--- src/ece_pkg.sv ---
// shared constants and types for the easing curve evaluator
// no dependencies; imported by every module of the block
package ece_pkg;

    localparam int BISECT_STEPS_DEF = 12;
    localparam int FRAC_BITS_DEF    = 16;

    // register stages inside the bezier polynomial unit
    localparam int POLY_LAT = 4;

    typedef enum logic [2:0] {
        MODE_LINEAR = 3'd0,
        MODE_CUBIC_IN = 3'd1,
        MODE_CUBIC_OUT = 3'd2,
        MODE_CUBIC_INOUT = 3'd3,
        MODE_BEZIER = 3'd4
    } t_mode;

    typedef enum logic [2:0] {
        REG_CURVE_MODE = 3'd0,
        REG_CTRL_X_FIRST = 3'd1,
        REG_CTRL_Y_FIRST = 3'd2,
        REG_CTRL_X_SECOND = 3'd3,
        REG_CTRL_Y_SECOND = 3'd4
    } t_reg_idx;

endpackage

--- src/ece_front.sv ---
// input stage: clamps the fraction and evaluates the cubic curves
// depends on ece_pkg; feeds the bisection chain
module ece_front import ece_pkg::*; #(
    parameter int FRAC_BITS = FRAC_BITS_DEF,
    localparam int TW = FRAC_BITS + 1,
    localparam int PW = FRAC_BITS + 4
) (
    input  logic                 i_clk,
    input  logic                 i_rst_n,
    input  logic                 i_en,
    input  logic                 i_valid,
    input  logic signed [PW-1:0] i_progress,
    input  logic [2:0]           i_mode,
    output logic                 o_valid,
    output logic [TW-1:0]        o_t,
    output logic [TW-1:0]        o_alt,
    output logic                 o_bez
);

    localparam logic [TW-1:0]        ONE   = TW'(1) << FRAC_BITS;
    localparam logic [TW-1:0]        HALF  = TW'(1) << (FRAC_BITS - 1);
    localparam logic signed [PW-1:0] ONE_S = PW'(1) << FRAC_BITS;
    localparam int                   CWD   = 3 * TW;
    localparam logic [CWD-1:0] RND2 = (CWD'(1) << (2 * FRAC_BITS)) - CWD'(1);
    localparam logic [CWD-1:0] RND3 = (CWD'(1) << (2 * FRAC_BITS + 1)) - CWD'(1);

    logic [TW-1:0]   w_t, w_u, w_alt;
    logic            w_upper;
    logic            r1_valid, r2_valid, r3_valid, r4_valid;
    logic [TW-1:0]   r1_t, r2_t, r3_t, r2_u, r4_t, r4_alt;
    logic [2:0]      r1_mode, r2_mode, r3_mode;
    logic            r2_upper, r3_upper, r4_bez;
    logic [2*TW-1:0] r2_tt;
    logic [CWD-1:0]  r3_c, w_c2f, w_c2c, w_c3c;

    always_comb begin
        if (i_progress[PW-1]) begin
            w_t = '0;
        end else if (i_progress > ONE_S) begin
            w_t = ONE;
        end else begin
            w_t = i_progress[TW-1:0];
        end
    end

    assign w_upper = (r1_t >= HALF);

    always_comb begin
        if (r1_mode == MODE_CUBIC_OUT) begin
            w_u = ONE - r1_t;
        end else if (r1_mode == MODE_CUBIC_INOUT && w_upper) begin
            w_u = TW'({ONE - r1_t, 1'b0});
        end else begin
            w_u = r1_t;
        end
    end

    // ceil of a non-negative value gives floor of its negation
    assign w_c2f = r3_c >> (2 * FRAC_BITS);
    assign w_c2c = (r3_c + RND2) >> (2 * FRAC_BITS);
    assign w_c3c = (r3_c + RND3) >> (2 * FRAC_BITS + 1);

    always_comb begin
        unique case (r3_mode)
            MODE_CUBIC_IN:  w_alt = TW'(w_c2f);
            MODE_CUBIC_OUT: w_alt = ONE - TW'(w_c2c);
            MODE_CUBIC_INOUT: begin
                if (r3_upper) begin
                    w_alt = ONE - TW'(w_c3c);
                end else begin
                    w_alt = TW'(r3_c >> (2 * FRAC_BITS - 2));
                end
            end
            default:        w_alt = r3_t;
        endcase
    end

    always_ff @(posedge i_clk) begin
        if (!i_rst_n) begin
            r1_valid <= 1'b0;
            r2_valid <= 1'b0;
            r3_valid <= 1'b0;
            r4_valid <= 1'b0;
        end else if (i_en) begin
            r1_valid <= i_valid;
            r2_valid <= r1_valid;
            r3_valid <= r2_valid;
            r4_valid <= r3_valid;
        end
    end

    always_ff @(posedge i_clk) begin
        if (i_en) begin
            r1_t     <= w_t;
            r1_mode  <= i_mode;
            r2_t     <= r1_t;
            r2_u     <= w_u;
            r2_tt    <= w_u * w_u;
            r2_mode  <= r1_mode;
            r2_upper <= w_upper;
            r3_c     <= CWD'(r2_tt) * CWD'(r2_u);
            r3_t     <= r2_t;
            r3_mode  <= r2_mode;
            r3_upper <= r2_upper;
            r4_t     <= r3_t;
            r4_alt   <= w_alt;
            r4_bez   <= (r3_mode == MODE_BEZIER);
        end
    end

    assign o_valid = r4_valid;
    assign o_t     = r4_t;
    assign o_alt   = r4_alt;
    assign o_bez   = r4_bez;

endmodule

--- config.mk ---
export PLATFORM = sky130hd
export DESIGN_NAME = ece_front
export DESIGN_NICKNAME = d
export VERILOG_FILES = /design/src/ece_pkg.sv /design/src/ece_front.sv
export SDC_FILE = /design/constraint.sdc
export NUM_CORES = 2
export LEC_CHECK = 0
export ABC_AREA = 1
export BUFFER_PORTS_ARGS = -buffer_cell sky130_fd_sc_hd__buf_2
export CAP_MARGIN = 20
export CORE_ASPECT_RATIO = 1.25
export CORE_MARGIN = 2
export CORE_UTILIZATION = 60
export CTS_CLUSTER_SIZE = 12
export DETAILED_ROUTE_END_ITERATION = 6
export GPL_TIMING_DRIVEN = 1
export PLACE_DENSITY = 0.85
export REMOVE_ABC_BUFFERS = 1
export SYNTH_ARGS = -nofsm -noshare
export SYNTH_HDL_FRONTEND = slang
export SYNTH_SLANG_ARGS = --single-unit
export TNS_END_PERCENT = 5
--- constraint.sdc ---
create_clock -name i_clk -period 19.2 [get_ports i_clk]
set_input_delay 5.76 -clock i_clk [delete_from_list [all_inputs] [get_ports i_clk]]
set_output_delay 5.76 -clock i_clk [all_outputs]
set_load 0.02 [all_outputs]
* Word level (Yosys, flattened, before mapping)
Index checks and enable logic that the tools add are counted.
Operators by class: multiplexer cells 5, equal/unequal tests 6, add/subtract/negate cells 5, reduce and logical (&&, ||, !) cells 2, $lt $le $gt $ge 2, multiply operators 2
Operators with widths (number):
- $mux W17 | 4
- $pmux W17 S3 | 1
- $sub A17 B17 Y17 const A | 3
- $add A50 B33 Y50 const B | 1
- $mul A34 B17 Y50 | 1
- $add A49 B32 Y49 const B | 1
- $mul A17 B17 Y34 | 1
- $gt A20 B18 Y1 const B | 1
- $ge A17 B16 Y1 const B | 1
- $eq A3 B2 Y1 const B | 4
- $eq A3 B1 Y1 const B | 1
- $eq A3 B3 Y1 const B | 1
- $reduce_or A2 Y1 | 1
- $logic_and A1 B1 Y1 | 1
Word-level totals: bits of input ports 27, flip-flop bits (word level) 202, word-level logic and storage cells 41

* Depth between registers and ports, before layout
word-level depth 5, mapped depth 38, mapped depth without buffers 37

* Worst setup path before layout
Ideal clock, no wire load.
path kind input to register, start point input port i_progress[8], end point register r1_t[10] (data pin), setup time 0.141 ns, data arrival time 6.846 ns, cell stages on the path 6, required time 19.059 ns, setup slack 12.213 ns, cells stage by stage nor4_1 > nand4_1 > a211oi_1 > nand2_1 > clkbuf_1 > nor2_1
On the way: cells in the longest elaborated chain, start to end 2
Ends and longest elaborated chain:
- start, declared | line ece_front.sv:12 | input logic signed [PW-1:0] i_progress,
- $gt A20 B18 Y1 | line ece_front.sv:39 | end else if (i_progress > ONE_S) begin
- $reduce_or A2 Y1 (no line)
- end signal, assigned | line ece_front.sv:94 | r1_t <= w_t;
- end, declared | line ece_front.sv:30 | logic [TW-1:0] r1_t, r2_t, r3_t, r2_u, r4_t, r4_alt;
No other way between the ends. A chain may end at the register's enable or synchronous reset.

* Worst setup path after layout
start point register r1_mode[2], end point register r2_tt[30] (data pin)
On the way: cells in the longest elaborated chain, start to end 5, elaborated cells between the ends (all ways) 6, classes of those cells mul (1); eq/ne (2); mux (2); reduce/logical (1)
Ends and longest elaborated chain:
- start, declared | line ece_front.sv:31 | logic [2:0] r1_mode, r2_mode, r3_mode;
- start signal, assigned | line ece_front.sv:95 | r1_mode <= i_mode;
- $eq A3 B2 Y1 | line ece_front.sv:51 | end else if (r1_mode == MODE_CUBIC_INOUT && w_upper) begin
- $logic_and A1 B1 Y1 | line ece_front.sv:51
- $mux W17 | line ece_front.sv:51
- $mux W17 (*) | line ece_front.sv:49 | if (r1_mode == MODE_CUBIC_OUT) begin
- $mul A17 B17 Y34 (*) | line ece_front.sv:98 | r2_tt <= w_u * w_u;
- end signal, assigned | line ece_front.sv:98
- end, declared | line ece_front.sv:33 | logic [2*TW-1:0] r2_tt;
Mark *: on every way between the ends. The rest lies on a longest branch, timed or not.

==> reports/qor.yml <==
status:
  status: "complete, but fails checks"
  violations: "DRC"
grt:
  grt_antenna_before_repair: 1
  track_usage: 0.320
  grt_start_max_net_pins: 124
  grt-ovfl-total: 0
  grt_pass1_vias: 30600
  grt_pass1_wl_um: 155000
clocking:
  insertion_delay_ns: 0.47
  clkSinkCount: 200
  clk_pin_slew_ns: 0.09
  cts_tree: "built"
  root_buffer: "clkbuf_16"
  ctsHoldBuffers: 0
  clk_path_buf_depth: 2
  cts_resized: 0
  post-cts-setup-buffers: 0
  htree_levels: 4
  cts_made_buffers: 17
cells_and_area:
  fin_util: 0.632
  syn2layout_area_growth_pct: 4.14
  nNetsFinal: 5270
  final_cell_mix: "1148 x inv_1, 1025 x nand2_1, 658 x fa_1"
  layout_commonest_cell: "inv_1"
  drive_gt1_frac: 0.0524
setup_path:
  critPathKind: "reg -> reg"
  slowest_delay_ns: 0.69
  slowest_stage: "o21ai_1"
  cp_max_fo: 13
  startpoint_type: "flip-flop"
  crit_top_cell: "inv_1"
  cp-end-kind: "flip-flop"
  ff2ff_path_depth: 28
  crit_arrival_ns: 8.58
  cp.required_ns: 19.42
yosys:
  synth-warning-count: 0
  ys_ff_latch: 200
  yosysSeqAreaShare: 0.165
  netlist_area_um2: 36200
  postSynthCellCount: 4401
  postSynthAreaPerCell_um2: 8.23
  yosysUniqueCellTypes: 51
floorplanning:
  io_pins: 63
  fp.dieH_um: 279
  dieWidth_um: 224
  core_um2: 59700
  start_util: 0.607
  die_area_um2: 62400
  floorplan.rows: 100
detailed_routing:
  dr_total_vias: 29000
  drt_first_iter_violations: 2533
  totalWireLength_um: 96000
  ant_nets: 0
  dr.pass1.iters: 7
  wl_per_cell_um: 18.7
  drc: 1
  via_per_inst: 5.65
placement:
  gp_congestion: 1.01
  dp_slack_ns: 11.07
  dp_hpwl_um: 74800
  io_buffers: 62
timing:
  skew_ns: 0.0174
  drv_slew: 0
  layout_min_cycle_time_ns: 8.36
  worst_slew_pin_slew_ns: 1.13
  tns_ns: 0
  rsz0062_at_grt: "no"
  fmax_mhz: 120
  finalSetupViolations: 0
  slew_headroom: 0.248
  finalCritPeriodShare: 0.435
  hold_viol_final: 0
  finalWorstSetupSlack_ns: 10.84
worst_hold_path:
  min_path_type: "reg -> reg"
  whs_path_depth: 0
job:
  cap_violations: 0
## sequential cells by signal, indices dropped and copies added (netlist names), 17 cells and up
register,flops
r3_c,50
r2_tt,32
o_alt,17
o_t,17
r1_t,17
r2_t,17
r2_u,17
r3_t,17
## cell usage after synthesis (all sizes together)
| cell type | instances | area, um2 |
|---|---|---|
| o22ai | 1 | 6.26 |
| a211oi | 4 | 30.0 |
| a21boi | 4 | 30.0 |
| dfxtp | 4 | 80.1 |
| buf | 15 | 98.8 |
| o2111ai | 4 | 35.0 |
| a221oi | 1 | 8.76 |
| nand3b | 2 | 15.0 |
| a21oi | 130 | 651 |
| o31ai | 1 | 7.51 |
| a22oi | 4 | 30.0 |
| xnor2 | 36 | 315 |
| a31oi | 25 | 156 |
| nor4 | 10 | 62.6 |
| o21bai | 9 | 67.6 |
| ha | 231 | 2890 |
| nor3b | 1 | 7.51 |
| nor2 | 352 | 1520 |
| nand3 | 116 | 656 |
| fa | 658 | 13200 |
| inv | 1165 | 4380 |
| xor2 | 59 | 517 |
| nor3 | 17 | 116 |
| nand2 | 1054 | 4050 |
| edfxtp | 196 | 5890 |
| a21o | 3 | 22.5 |
| and3 | 1 | 6.26 |
| clkinv | 2 | 7.51 |
| or2 | 2 | 12.5 |
| o21a | 5 | 37.5 |
| o211ai | 12 | 90.1 |
| conb | 2 | 7.51 |
| clkbuf | 146 | 548 |
| nand4 | 36 | 240 |
| o21ai | 93 | 465 |
## critical path: cells and delay by family (launching register included)
kind            cells  cell delay, ns
simple gates        9            2.04
xor+xnor            1            0.10
buf+inv             9            1.30
compound gates      2            0.89
flops               1            0.43
fa+ha+maj           7            3.33
## layout make-up
cell class	count	area, um2
diodes	1	2.50
clock buffers	17	425
clock inverters	15	201
fillers	4834	22000
inverters	1167	4380
multi-input cells	2878	25200
flip-flops and latches	200	5970
well taps	765	957
repair buffers	90	539
## worst paths after layout
check / start / to / slack [ns]
setup / recovery: r1_mode[2] / r2_tt[30] / 10.84
hold / removal: r2_t[6] / r3_t[6] / 0.41
setup reg to reg: r1_mode[2] / r2_tt[30] / 10.84
hold reg to reg: r2_t[6] / r3_t[6] / 0.41
## routing by layer
| layer | GRT usage | up-vias | routed length [um] |
|---|---|---|---|
| met2 | 0.563 | 1435 | 48700 |
| met5 | 0 | - | 11 |
| li1 | - | 12900 | - |
| met4 | 0.192 | 2 | 6530 |
| met3 | 0.0506 | 468 | 7600 |
| met1 | 0.367 | 14200 | 33100 |
## kinds of logic (layout without fill, tap and decap cells)
kind of cell / Yosys count / in the layout / synth area share
AO/OA/AOI/OAI: 296 / 296 / 0.0452
buffers and inverters: 1328 / 1289 / 0.139
flip-flops: 200 / 200 / 0.165
adder cells (fa/ha/maj): 889 / 889 / 0.444
AND/OR/NAND/NOR: 1591 / 1591 / 0.185
XOR/XNOR: 95 / 95 / 0.0230
other: 2 / 8 / 0.000207
## through the flow
| step | hold slack [ns] | cells | cell area [um2] |
|---|---|---|---|
| 2_1_floorplan | 0.400 | 4245 | 35600 |
| 6_report | 0.412 | 5133 | 37700 |
| 5_1_grt | 0.424 | 5132 | 37700 |
| 3_3_place_gp | 0.402 | 5098 | 37100 |
| 3_5_place_dp | 0.405 | 5099 | 37100 |
| 4_1_cts | 0.416 | 5131 | 37700 |
Power is left out: the tool's default activity adds up to more than one toggle a clock period on the data nets, which glitch-free logic cannot reach.
